### config.mk
export PLATFORM = sky130hd
export DESIGN_NAME = text_box_glyph_layout
export DESIGN_NICKNAME = d
export VERILOG_FILES = /design/src/rtl/tbgl_pkg.sv /design/src/rtl/text_box_glyph_layout.sv /design/src/rtl/tbgl_layout.sv
export VERILOG_INCLUDE_DIRS = /design/src /design/src/rtl
export SDC_FILE = /design/constraint.sdc
export NUM_CORES = 1
export LEC_CHECK = 0
export ABC_AREA = 1
export BUFFER_PORTS_ARGS = -buffer_cell sky130_fd_sc_hd__buf_2
export CAP_MARGIN = 10
export CORE_MARGIN = 5
export CORE_UTILIZATION = 62
export CTS_BUF_LIST = sky130_fd_sc_hd__clkbuf_16
export CTS_CLUSTER_DIAMETER = 120
export DETAILED_ROUTE_END_ITERATION = 10
export GPL_TIMING_DRIVEN = 0
export PLACE_DENSITY = 0.92
export SYNTH_ARGS = -nofsm -noshare
export SYNTH_HDL_FRONTEND = slang
export SYNTH_HIERARCHICAL = 1
export SYNTH_SLANG_ARGS = --single-unit
### constraint.sdc
create_clock -name clock -period 12.3 [get_ports clock]
set_input_delay 0 -clock clock [delete_from_list [all_inputs] [get_ports clock]]
set_output_delay 0 -clock clock [all_outputs]
set_load 0.01 [all_outputs]
### src/rtl/text_box_glyph_layout_defines.svh
// Assertion macros for the text box glyph layout block.
// Every macro samples on clock and is disabled during reset.
`ifndef TEXT_BOX_GLYPH_LAYOUT_DEFINES_SVH
`define TEXT_BOX_GLYPH_LAYOUT_DEFINES_SVH

`ifndef SYNTHESIS

`define TBGL_ASSERT(label, expr) \
   label: assert property (@(posedge clock) disable iff (reset) (expr)) \
      else $error("assertion failed: expr");

`define TBGL_ASSERT_IMPLIES(label, ante, cons) \
   label: assert property (@(posedge clock) disable iff (reset) (ante) |-> (cons)) \
      else $error("assertion failed: ante |-> cons");

`define TBGL_ASSERT_NEXT(label, ante, cons) \
   label: assert property (@(posedge clock) disable iff (reset) (ante) |=> (cons)) \
      else $error("assertion failed: ante |=> cons");

`else

`define TBGL_ASSERT(label, expr)
`define TBGL_ASSERT_IMPLIES(label, ante, cons)
`define TBGL_ASSERT_NEXT(label, ante, cons)

`endif

`endif

### src/rtl/tbgl_pkg.sv
`default_nettype none

package tbgl_pkg;

   // glyph cell geometry
   localparam int GLYPH_WIDTH  = 8;
   localparam int GLYPH_HEIGHT = 8;
   localparam int KERN_GAP     = 1;
   localparam int PAD_LEFT     = 2;
   localparam int PAD_TOP      = 2;

   localparam int PITCH_X = GLYPH_WIDTH + KERN_GAP;
   localparam int PITCH_Y = GLYPH_HEIGHT + KERN_GAP;

   localparam int COLUMN_W   = 9;
   localparam int COLUMN_MAX = (1 << COLUMN_W) - 1;
   localparam int ROW_W      = 8;
   localparam int ROW_MAX    = (1 << ROW_W) - 1;
   localparam int COUNT_W    = 16;
   localparam int ORIGIN_W   = 12;
   localparam int ORIGIN_MAX = (1 << ORIGIN_W) - 1;

   localparam int POS_W   = 13;
   localparam int POS_MAX = (1 << POS_W) - 1;

   // widest unsaturated position sums
   localparam int X_SUM_MAX = ORIGIN_MAX + PAD_LEFT + COLUMN_MAX * PITCH_X;
   localparam int Y_SUM_MAX = ORIGIN_MAX + PAD_TOP + ROW_MAX * PITCH_Y;
   localparam int X_SUM_W   = $clog2(X_SUM_MAX + 1);
   localparam int Y_SUM_W   = $clog2(Y_SUM_MAX + 1);

   // byte codes
   localparam logic [7:0] CHAR_NUL        = 8'h00;
   localparam logic [7:0] CHAR_NEWLINE    = 8'h0A;
   localparam logic [7:0] CHAR_SPACE      = 8'h20;
   localparam logic [7:0] CMD_BASE_COLOUR = 8'h00;
   localparam logic [7:0] CMD_SET_RGB     = 8'h01;

   // register indexes
   localparam int CSR_INDEX_W = 3;
   localparam logic [CSR_INDEX_W-1:0] CSR_BOX_COLUMNS = 3'd0;
   localparam logic [CSR_INDEX_W-1:0] CSR_BOX_ROWS    = 3'd1;
   localparam logic [CSR_INDEX_W-1:0] CSR_ORIGIN_X    = 3'd2;
   localparam logic [CSR_INDEX_W-1:0] CSR_ORIGIN_Y    = 3'd3;
   localparam logic [CSR_INDEX_W-1:0] CSR_BASE_COLOUR = 3'd4;
   localparam logic [CSR_INDEX_W-1:0] CSR_ESCAPE_BYTE = 3'd5;
   localparam int CSR_DATA_W = 24;

   // register reset values
   localparam logic [7:0]  RST_BOX_COLUMNS = 8'd32;
   localparam logic [7:0]  RST_BOX_ROWS    = 8'd8;
   localparam logic [11:0] RST_ORIGIN_X    = 12'd0;
   localparam logic [11:0] RST_ORIGIN_Y    = 12'd0;
   localparam logic [23:0] RST_BASE_COLOUR = 24'hFFFFFF;
   localparam logic [7:0]  RST_ESCAPE_BYTE = 8'd27;

   typedef enum logic [2:0] {
      ESC_NONE    = 3'd0,
      ESC_COMMAND = 3'd1,
      ESC_RED     = 3'd2,
      ESC_GREEN   = 3'd3,
      ESC_BLUE    = 3'd4
   } esc_phase_type;

   typedef struct packed {
      logic [7:0]          box_columns;
      logic [7:0]          box_rows;
      logic [ORIGIN_W-1:0] origin_x;
      logic [ORIGIN_W-1:0] origin_y;
      logic [23:0]         base_colour;
      logic [7:0]          escape_byte;
   } cfg_type;

   typedef struct packed {
      logic [7:0]       glyph_index;
      logic [POS_W-1:0] pos_x;
      logic [POS_W-1:0] pos_y;
      logic [23:0]      colour;
   } glyph_type;

endpackage

`default_nettype wire

### src/rtl/text_box_glyph_layout.sv
// Text box glyph layout: takes one string byte per req item (tuser bit 0 marks
// the first byte of a string) and returns a glyph draw command for each
// printable byte, with its screen position and current tint. One item is
// accepted every cycle while req_tready is high; a command is registered into
// the output register when rsp is free, else into the skid entry. Results
// pass through this two-entry output buffer, so req_tready falls only when both
// entries hold commands that rsp has not taken. Escape sequences, control bytes
// and bytes after the end of a string produce no command. The user must write
// registers on the csr port only while idle; the block does not enforce this.
`default_nettype none

`include "text_box_glyph_layout_defines.svh"

module text_box_glyph_layout (
   input  wire logic                               clock,
   input  wire logic                               reset,
   // req: tdata = text_byte[7:0]; tuser = string_start[0]
   input  wire logic                               req_tvalid,
   output logic                                    req_tready,
   input  wire logic [7:0]                         req_tdata,
   input  wire logic                               req_tuser,
   // rsp: tdata = glyph_index[7:0], pos_x[20:8], pos_y[33:21], colour[57:34], zero
   output logic                                    rsp_tvalid,
   input  wire logic                               rsp_tready,
   output logic [63:0]                             rsp_tdata,
   input  wire logic                               csr_wr_en,
   input  wire logic [tbgl_pkg::CSR_INDEX_W-1:0]   csr_index,
   input  wire logic [tbgl_pkg::CSR_DATA_W-1:0]    csr_wr_data
);

   tbgl_pkg::cfg_type   cfg_ff, cfg_in;
   tbgl_pkg::glyph_type res;
   tbgl_pkg::glyph_type out_ff, out_in;
   tbgl_pkg::glyph_type skid_ff, skid_in;
   logic                out_valid_ff, out_valid_in;
   logic                skid_valid_ff, skid_valid_in;
   logic                lay_valid;
   logic                accept;
   logic                res_valid;
   logic                out_free;

   // configuration registers
   always_comb begin
      cfg_in = cfg_ff;
      if (csr_wr_en) begin
         unique case (csr_index)
            tbgl_pkg::CSR_BOX_COLUMNS: cfg_in.box_columns = csr_wr_data[7:0];
            tbgl_pkg::CSR_BOX_ROWS:    cfg_in.box_rows    = csr_wr_data[7:0];
            tbgl_pkg::CSR_ORIGIN_X:    cfg_in.origin_x    = csr_wr_data[11:0];
            tbgl_pkg::CSR_ORIGIN_Y:    cfg_in.origin_y    = csr_wr_data[11:0];
            tbgl_pkg::CSR_BASE_COLOUR: cfg_in.base_colour = csr_wr_data[23:0];
            tbgl_pkg::CSR_ESCAPE_BYTE: cfg_in.escape_byte = csr_wr_data[7:0];
            default: ;
         endcase
      end
   end

   always_ff @(posedge clock) begin
      if (reset) begin
         cfg_ff.box_columns <= tbgl_pkg::RST_BOX_COLUMNS;
         cfg_ff.box_rows    <= tbgl_pkg::RST_BOX_ROWS;
         cfg_ff.origin_x    <= tbgl_pkg::RST_ORIGIN_X;
         cfg_ff.origin_y    <= tbgl_pkg::RST_ORIGIN_Y;
         cfg_ff.base_colour <= tbgl_pkg::RST_BASE_COLOUR;
         cfg_ff.escape_byte <= tbgl_pkg::RST_ESCAPE_BYTE;
      end else begin
         cfg_ff <= cfg_in;
      end
   end

   assign req_tready = !skid_valid_ff;
   assign accept     = req_tvalid && req_tready;

   tbgl_layout u_layout (
      .clock        (clock),
      .reset        (reset),
      .step         (accept),
      .text_byte    (req_tdata),
      .string_start (req_tuser),
      .cfg          (cfg_ff),
      .result_valid (lay_valid),
      .result       (res)
   );

   assign res_valid = accept && lay_valid;
   assign out_free  = !out_valid_ff || rsp_tready;

   // output register plus skid entry; skid only fills while rsp stalls
   always_comb begin
      out_in        = out_ff;
      out_valid_in  = out_valid_ff;
      skid_in       = skid_ff;
      skid_valid_in = skid_valid_ff;
      if (out_free) begin
         if (skid_valid_ff) begin
            out_in        = skid_ff;
            out_valid_in  = 1'b1;
            skid_valid_in = 1'b0;
         end else begin
            out_in       = res;
            out_valid_in = res_valid;
         end
      end else if (res_valid) begin
         skid_in       = res;
         skid_valid_in = 1'b1;
      end
   end

   always_ff @(posedge clock) begin
      if (reset) begin
         out_valid_ff  <= 1'b0;
         skid_valid_ff <= 1'b0;
      end else begin
         out_valid_ff  <= out_valid_in;
         skid_valid_ff <= skid_valid_in;
      end
   end

   always_ff @(posedge clock) begin
      out_ff  <= out_in;
      skid_ff <= skid_in;
   end

   assign rsp_tvalid = out_valid_ff;
   assign rsp_tdata  = {6'd0, out_ff.colour, out_ff.pos_y, out_ff.pos_x, out_ff.glyph_index};

   `TBGL_ASSERT(a_skid_needs_out, !skid_valid_ff || out_valid_ff)
   `TBGL_ASSERT_NEXT(a_skid_drains, skid_valid_ff && rsp_tready, out_valid_ff)
   `TBGL_ASSERT_NEXT(a_result_lands, res_valid && !out_valid_ff, out_valid_ff && !skid_valid_ff)

endmodule

`default_nettype wire

### src/rtl/tbgl_layout.sv
`default_nettype none

`include "text_box_glyph_layout_defines.svh"

module tbgl_layout (
   input  wire logic                clock,
   input  wire logic                reset,
   input  wire logic                step,
   input  wire logic [7:0]          text_byte,
   input  wire logic                string_start,
   input  wire tbgl_pkg::cfg_type   cfg,
   output logic                     result_valid,
   output tbgl_pkg::glyph_type      result
);

   logic [tbgl_pkg::COLUMN_W-1:0] column_ff, column_in;
   logic [tbgl_pkg::ROW_W-1:0]    row_ff, row_in;
   logic [tbgl_pkg::COUNT_W-1:0]  count_ff, count_in;
   logic                          finished_ff, finished_in;
   tbgl_pkg::esc_phase_type       phase_ff, phase_in;
   logic [7:0]                    red_ff, red_in;
   logic [7:0]                    green_ff, green_in;
   logic [23:0]                   tint_ff, tint_in;

   always_ff @(posedge clock) begin
      if (reset) begin
         column_ff   <= '0;
         row_ff      <= '0;
         count_ff    <= '0;
         finished_ff <= 1'b0;
         phase_ff    <= tbgl_pkg::ESC_NONE;
         red_ff      <= '0;
         green_ff    <= '0;
         tint_ff     <= tbgl_pkg::RST_BASE_COLOUR;
      end else begin
         column_ff   <= column_in;
         row_ff      <= row_in;
         count_ff    <= count_in;
         finished_ff <= finished_in;
         phase_ff    <= phase_in;
         red_ff      <= red_in;
         green_ff    <= green_in;
         tint_ff     <= tint_in;
      end
   end

   always_comb begin
      logic [tbgl_pkg::COLUMN_W-1:0] col0;
      logic [tbgl_pkg::ROW_W-1:0]    row0;
      logic [tbgl_pkg::COUNT_W-1:0]  cnt0;
      logic [tbgl_pkg::COUNT_W-1:0]  cnt_inc;
      logic [tbgl_pkg::COUNT_W-1:0]  limit;
      logic                          fin0;
      tbgl_pkg::esc_phase_type       ph0;
      logic [tbgl_pkg::ROW_W:0]      row_plus;
      logic                          last_row;
      logic                          col_over;
      logic [tbgl_pkg::COLUMN_W-1:0] col1;
      logic [tbgl_pkg::ROW_W-1:0]    row1;
      logic [tbgl_pkg::X_SUM_W-1:0]  x_sum;
      logic [tbgl_pkg::Y_SUM_W-1:0]  y_sum;

      // a new string clears the layout before this byte is handled
      col0 = string_start ? '0 : column_ff;
      row0 = string_start ? '0 : row_ff;
      cnt0 = string_start ? '0 : count_ff;
      fin0 = string_start ? 1'b0 : finished_ff;
      ph0  = string_start ? tbgl_pkg::ESC_NONE : phase_ff;

      cnt_inc  = (cnt0 == '1) ? cnt0 : cnt0 + 1'b1;
      limit    = tbgl_pkg::COUNT_W'(cfg.box_columns) * tbgl_pkg::COUNT_W'(cfg.box_rows);
      row_plus = {1'b0, row0} + 1'b1;
      last_row = row_plus >= {1'b0, cfg.box_rows};
      col_over = col0 >= {1'b0, cfg.box_columns};

      col1 = col0;
      row1 = row0;
      if (!last_row && (text_byte == tbgl_pkg::CHAR_NEWLINE || col_over)) begin
         col1 = '0;
         row1 = row_plus[tbgl_pkg::ROW_W-1:0];
      end

      x_sum = tbgl_pkg::X_SUM_W'(cfg.origin_x) + tbgl_pkg::X_SUM_W'(tbgl_pkg::PAD_LEFT)
            + tbgl_pkg::X_SUM_W'(col1) * tbgl_pkg::X_SUM_W'(tbgl_pkg::PITCH_X);
      y_sum = tbgl_pkg::Y_SUM_W'(cfg.origin_y) + tbgl_pkg::Y_SUM_W'(tbgl_pkg::PAD_TOP)
            + tbgl_pkg::Y_SUM_W'(row1) * tbgl_pkg::Y_SUM_W'(tbgl_pkg::PITCH_Y);

      result.glyph_index = text_byte - tbgl_pkg::CHAR_SPACE;
      result.pos_x = (x_sum > tbgl_pkg::X_SUM_W'(tbgl_pkg::POS_MAX))
                   ? tbgl_pkg::POS_W'(tbgl_pkg::POS_MAX) : x_sum[tbgl_pkg::POS_W-1:0];
      result.pos_y = (y_sum > tbgl_pkg::Y_SUM_W'(tbgl_pkg::POS_MAX))
                   ? tbgl_pkg::POS_W'(tbgl_pkg::POS_MAX) : y_sum[tbgl_pkg::POS_W-1:0];
      result.colour = tint_ff;

      column_in    = column_ff;
      row_in       = row_ff;
      count_in     = count_ff;
      finished_in  = finished_ff;
      phase_in     = phase_ff;
      red_in       = red_ff;
      green_in     = green_ff;
      tint_in      = tint_ff;
      result_valid = 1'b0;

      if (step) begin
         column_in   = col0;
         row_in      = row0;
         count_in    = cnt0;
         finished_in = fin0;
         phase_in    = ph0;
         if (fin0) begin
            // string over: byte dropped
         end else if (ph0 != tbgl_pkg::ESC_NONE) begin
            count_in = cnt_inc;
            unique case (ph0)
               tbgl_pkg::ESC_COMMAND: begin
                  if (text_byte == tbgl_pkg::CMD_BASE_COLOUR) begin
                     tint_in  = cfg.base_colour;
                     phase_in = tbgl_pkg::ESC_NONE;
                  end else if (text_byte == tbgl_pkg::CMD_SET_RGB) begin
                     phase_in = tbgl_pkg::ESC_RED;
                  end else begin
                     phase_in = tbgl_pkg::ESC_NONE;
                  end
               end
               tbgl_pkg::ESC_RED: begin
                  red_in   = text_byte;
                  phase_in = tbgl_pkg::ESC_GREEN;
               end
               tbgl_pkg::ESC_GREEN: begin
                  green_in = text_byte;
                  phase_in = tbgl_pkg::ESC_BLUE;
               end
               default: begin
                  tint_in  = {red_ff, green_ff, text_byte};
                  phase_in = tbgl_pkg::ESC_NONE;
               end
            endcase
         end else if (cnt0 >= limit || text_byte == tbgl_pkg::CHAR_NUL) begin
            finished_in = 1'b1;
         end else begin
            count_in = cnt_inc;
            if (text_byte == cfg.escape_byte) begin
               phase_in = tbgl_pkg::ESC_COMMAND;
            end else if (last_row && col_over) begin
               finished_in = 1'b1;
            end else begin
               row_in    = row1;
               column_in = col1;
               if (text_byte >= tbgl_pkg::CHAR_SPACE) begin
                  result_valid = 1'b1;
                  if (col1 != tbgl_pkg::COLUMN_W'(tbgl_pkg::COLUMN_MAX)) begin
                     column_in = col1 + 1'b1;
                  end
               end
            end
         end
      end
   end

   `TBGL_ASSERT_IMPLIES(a_done_silent, finished_ff && !string_start, !result_valid)
   `TBGL_ASSERT_IMPLIES(a_escape_silent, phase_ff != tbgl_pkg::ESC_NONE && !string_start, !result_valid)
   `TBGL_ASSERT_NEXT(a_count_monotone, !(step && string_start), count_ff >= $past(count_ff))

endmodule

`default_nettype wire

* Yosys cells after proc, flatten, opt, wreduce, memory -nomap -nowiden
Cells that the tools add are included.
** Word-level totals
- Register bits after elaboration :: 267
- Bits of input ports :: 41
** Operators by class
- Magnitude comparators :: 6
- Muxes and demuxes :: 48
- Reductions and logical operators :: 25
- Equality and inequality tests :: 14
- Bitwise operators :: 3
- Add/sub/neg operators :: 8
- $mul :: 3
** Operators with widths (number)
- 2-to-1 mux 9 bit :: 9
- 2-to-1 mux 16 bit :: 5
- 2-to-1 mux 58 bit :: 1
- 2-to-1 mux 8 bit :: 7
- case mux 24 bit (2 select lines) :: 1
- adder 12 x 2 -> 13 bit (second input constant) :: 2
- 2-to-1 mux 13 bit :: 2
- 2-to-1 mux 24 bit :: 1
- greater-or-equal comparator 9 x 8 -> 1 bit :: 2
- 2-to-1 mux 3 bit :: 6
- adder 16 x 1 -> 16 bit (second input constant) :: 1
- equality test 16 bit (second input constant) :: 1
- greater-or-equal comparator 16 bit :: 1
- multiplier 8 x 8 -> 16 bit :: 1
- adder 14 x 13 -> 14 bit :: 1
- greater-than comparator 14 x 13 -> 1 bit (second input constant) :: 1
- 2-to-1 mux 1 bit :: 14
- AND reduction 2 bit :: 7
- adder 13 x 12 -> 13 bit :: 1
- greater-than comparator 13 bit (second input constant) :: 1
- multiplier 9 x 4 -> 13 bit (second input constant) :: 1
- equality test 3 x 2 -> 1 bit (second input constant) :: 4
- multiplier 8 x 4 -> 12 bit (second input constant) :: 1
- adder 8 x 1 -> 9 bit (second input constant) :: 1
- 22 further kinds :: 35

* Longest topological paths before layout
- Depth in word-level cells :: 14
- Gate-level depth with buffers :: 41
- Mapped depth without buffers :: 38

* Modules after synthesis
The synthesis kept the hierarchy.
** By module, submodules not included
- tbgl_layout :: area each 9192.6 um2, times used 1, cells each 1359, sequential area each 1541.5 um2
- text_box_glyph_layout :: area each 7095.6 um2, times used 1, cells each 711, sequential area each 4964.8 um2

* Worst setup path before layout
OpenSTA, ideal clock, no wires.
- Path type :: reg2reg
- Start :: register cfg_ff[64] (netlist name)
- End :: register skid_ff[0] (netlist name), enable pin
- Stages on the path, launching flop included :: 34
- Path buffers :: 2
- Path slack :: 3.515 ns
- Required time :: 11.826 ns
- Arrival time :: 8.311 ns
- Path through :: dfxtp_1 clkbuf_1 nand2_1 fa_1 fa_1 inv_1 fa_1 inv_1 fa_1 inv_1 ha_1 inv_1 nor3_1 nand2_1 o211ai_1 a21oi_1 o21bai_1 a21oi_1 nor2_1 nor2_1 xor2_1 ha_1 a21oi_1 o21ai_0 a21oi_1 nand4_4 nor2_4 nand2_4 nor2_8 inv_4 buf_6 nor3_1 nand2_1 nor2_1
** On the way
- Cells in the longest elaborated chain, start to end :: 10
** RTL lines
- start, declared :: RTL line text_box_glyph_layout.sv:31 : tbgl_pkg::cfg_type cfg_ff, cfg_in;
- start signal, assigned :: RTL line text_box_glyph_layout.sv:67 : cfg_ff <= cfg_in;
- parallel branches: the longest is 4 deep, another holds multiplier 8 x 8 -> 16 bit
- 2-to-1 mux 1 bit (*) :: RTL line tbgl_layout.sv:139 : end else if (cnt0 >= limit || text_byte == tbgl_pkg::CHAR_NUL) begin
- 2-to-1 mux 1 bit (*) :: RTL line tbgl_layout.sv:113 : end else if (ph0 != tbgl_pkg::ESC_NONE) begin
- 2-to-1 mux 1 bit (*) :: RTL line tbgl_layout.sv:111 : if (fin0) begin
- 2-to-1 mux 1 bit (*) :: RTL line tbgl_layout.sv:105 : if (step) begin
- via lay_valid :: RTL line text_box_glyph_layout.sv:37 : logic lay_valid;
- logical AND 1 bit (*) :: RTL line text_box_glyph_layout.sv:85 : assign res_valid = accept && lay_valid;
- AND reduction 2 bit (no source line) (*)
- end signal, assigned :: RTL line text_box_glyph_layout.sv:121 : skid_ff <= skid_in;
- end, declared :: RTL line text_box_glyph_layout.sv:34 : tbgl_pkg::glyph_type skid_ff, skid_in;
Mark *: on every way through the listed nets, which the timed path passes.
A chain may end at the register's enable or synchronous reset.

* Worst setup path after layout
- Start :: register cfg_ff[69] (netlist name)
- End :: register skid_ff[29] (netlist name), enable pin
The elaborated chain is that of the path after synthesis.

==> run metrics <==
status finished clean; FMAX 122 MHz; DP HPWL 32900 µm; IR drop worst, VDD 0.000170 V; Sw Share 0.295; post-CTS sizing 0; antenna viol nets, final 0; clock power share 0.353; top post-synthesis cells by area edfxtp_1 (21%), dfxtp_1 (19%), nand2_1 (12%); GP Congestion 0.993; initial antenna violation count 1; Crit path depth 34; Max-Cap Viols 0; H-tree Lvls 1; Final setup viols 0; vias post-DR 15100; die extent in y 172 µm; reg2reg path depth 34; Flop pwr share 0.459; Starting Density 0.627; maximum root-to-sink buffer count 3; worst path arrival time 8.46 ns; Clock Skews 0.0135 ns; Worst path slowest cell nor2_4; final hold slack 0.154 ns; RSZ-0062 raised after global routing no; Die Footprint 29600 µm²; area of the multi-input gates 8140 µm²; Vias per Instance 5.79; ys async rst share 0; worst reg2reg path startpoint cfg_ff[69]; syn avg cell area 7.87 µm²; top-area cell type share of the netlist area 0.214; Die Wd 172 µm; Post-Synthesis Cells 2070; overall power 2.20 mW; ratio of cells with drive above 1 in the final layout 0.101; drt wl/cell 17.9 µm; CP max stage delay 0.62 ns; Core Util, Final 0.715; Yosys reg bits 267; TNS Setup 0 ns; Top delay family on crit path adder cells; Post-route DRC 0; Worst R2R Setup Slack 4.07 ns; internal power 1.55 mW; cts-stage hold buffer count 49; Tcrit/Tclk final 0.669; worst-path fanout max 34; drt first pass iters 10; Slew Viols, Final 0; FF-to-FF End skid_ff[29]; Lkg Pwr 9.08 nW; worst-margin pin slew 0.852 ns; Clock Latency Late Sink 0.54 ns; largest area contributor in the netlist edfxtp_1; Worst Hold Class in2reg; pin count of the biggest net entering global routing 46; most frequent cells in the layout nand2_1 (537), inv_1 (309), nor2_1 (228), dfxtp_1 (151), buf_2 (119); Switch Pwr 650 µW; core box area 26000 µm²; Area Growth Syn to Fin 14.1%; CTS sink cnt 267; GRT overflow 0; Post-synth EDFFs 116; worst path buffer plus inverter count 7; CTS tree yes; Setup CP Type reg2reg; most common library cell in the layout ignoring fill and taps nand2_1; Top FF cell, synth dfxtp_1; register area 6510 µm²; DR iter-0 viols 1773; sequential fraction of the synthesis area 0.399; Logic pwr share 0.188; Setup crit end skid_ff[29]; crit end category flip-flop; CP required 12.53 ns; total of warnings raised by yosys 6; PortBufs 99; first-pass GRT wire length 74300 µm; final wirelength 46700 µm; CTS Root Cell clkbuf_16; Non-Filler Instances 2611; count of different cell masters after synthesis 54; Fillers 1776; Setup crit start kind flip-flop; vias in the first global route 14900; Slew headroom 0.428; clk slew on worst S/H paths 0.06 ns; synthesized area 16300 µm²; Crit. Startpoint cfg_ff[69]; placed cell count 2511; I/O pin count 107; CTS buffer count 27; count of final hold-check violations 0; Pwr per Cell Area 119 nW/µm²; # Post-CTS Setup Buffers 0; Post-layout nets 2462; Core Rows 59; Tot GR Track Use 0.313; Final min period 8.23 ns
==> per-stage QoR <==
stage | cell area, µm² | worst slack [ns]
finish | 18600 | 4.07
global route | 18600 | 3.70
CTS | 18600 | 4.16
detailed placement | 17300 | 4.18
global placement | 17200 | 1.75
floorplan | 16300 | 3.52
==> power groups by stage <==
stage                     Sequential [mW]  Clock, mW  Combinational, mW
final                                1.01      0.777              0.415
after floorplan                      1.04          0              0.247
after global placement               1.03          0              0.366
after CTS                            1.01      0.777              0.404
after global routing                 1.02      0.816              0.456
after detailed placement             1.03          0              0.387
==> cells in the mapped netlist (2+ instances only) <==
| cell type | n |
|---|---|
| a31oi_1 | 7 |
| o311ai_1 | 3 |
| nand2_2 | 5 |
| nor4_1 | 5 |
| nor3b_1 | 4 |
| nand4_1 | 13 |
| buf_1 | 5 |
| ha_1 | 116 |
| o21ai_0 | 69 |
| dfxtp_1 | 151 |
| or2_2 | 2 |
| nor3_1 | 24 |
| a21o_1 | 2 |
| inv_1 | 302 |
| nor2_1 | 229 |
| o21bai_1 | 7 |
| nand3_1 | 109 |
| nor2_4 | 3 |
| buf_4 | 21 |
| o311ai_0 | 18 |
| edfxtp_1 | 116 |
| nor3_2 | 2 |
| o21ai_1 | 5 |
| xor2_1 | 26 |
| clkbuf_1 | 52 |
| buf_2 | 20 |
| buf_6 | 2 |
| nand3_2 | 2 |
| nand2_4 | 4 |
| nor2_2 | 9 |
| a21oi_1 | 97 |
| o211ai_1 | 9 |
| inv_2 | 10 |
| nand2_1 | 538 |
| xnor2_1 | 14 |
| fa_1 | 51 |
==> sequential cells by signal, indices dropped and copies added (netlist names) <==
signal,cells
cfg_ff,72
rsp_tdata,58
rsp_tvalid,1
skid_ff,58
skid_valid_ff,1
u_layout/column_ff,9
u_layout/count_ff,16
u_layout/finished_ff,1
u_layout/green_ff,8
u_layout/phase_ff,3
u_layout/red_ff,8
u_layout/row_ff,8
u_layout/tint_ff,24
==> worst register-to-register path, delay by kind of cell (launching register included) <==
family | cells | cell delay, ns
DFF | 1 | 0.34
adders and majority gates | 6 | 2.74
and+or+nand+nor | 13 | 2.37
buffers and inverters | 7 | 1.22
AOI/OAI and AO/OA | 7 | 1.07
xor gates and xnor gates | 1 | 0.15
==> routing by layer <==
metal,routed length (µm),GRT usage,up-vias
met5,0,0,-
met4,2780,0.161,0
met3,4630,0.0512,239
met2,22000,0.532,1010
met1,17200,0.384,6918
li1,-,-,6952
==> final cells by class <==
| type | count | area share |
|---|---|---|
| clock inverter | 23 | 0.00761 |
| tap | 335 | 0.0226 |
| clock buffer | 27 | 0.0364 |
| multi-input combinational | 1395 | 0.438 |
| sequential | 267 | 0.350 |
| inverter | 313 | 0.0634 |
| antenna | 1 | 0.000135 |
| buffer | 100 | 0.0266 |
| timing repair buffer | 150 | 0.0552 |
==> kinds of logic (layout without fill, tap and decap cells) <==
family          count (synthesis)  count (layout)  synth area share
buf+inv                       413             613             0.103
flops                         267             267             0.399
simple gates                  957             957             0.245
fa+ha+maj                     167             167             0.152
other cells                     1               7          0.000230
xor+xnor                       40              40            0.0215
compound gates                225             225            0.0794
==> worst min path at each step <==
stage               startpoint            end  slack [ns]  depth (start not counted)
2_1_floorplan            reset     rsp_tvalid        0.07                          1
3_3_place_gp   csr_wr_data[14]     cfg_ff[22]        0.20                          3
3_5_place_dp   csr_wr_data[13]     cfg_ff[21]        0.21                          3
4_1_cts             rsp_tready  skid_valid_ff        0.11                          4
5_1_grt             rsp_tready  skid_valid_ff        0.16                          4
6_report            rsp_tready  skid_valid_ff        0.15                          4
Power figures use the tool's default switching activity.
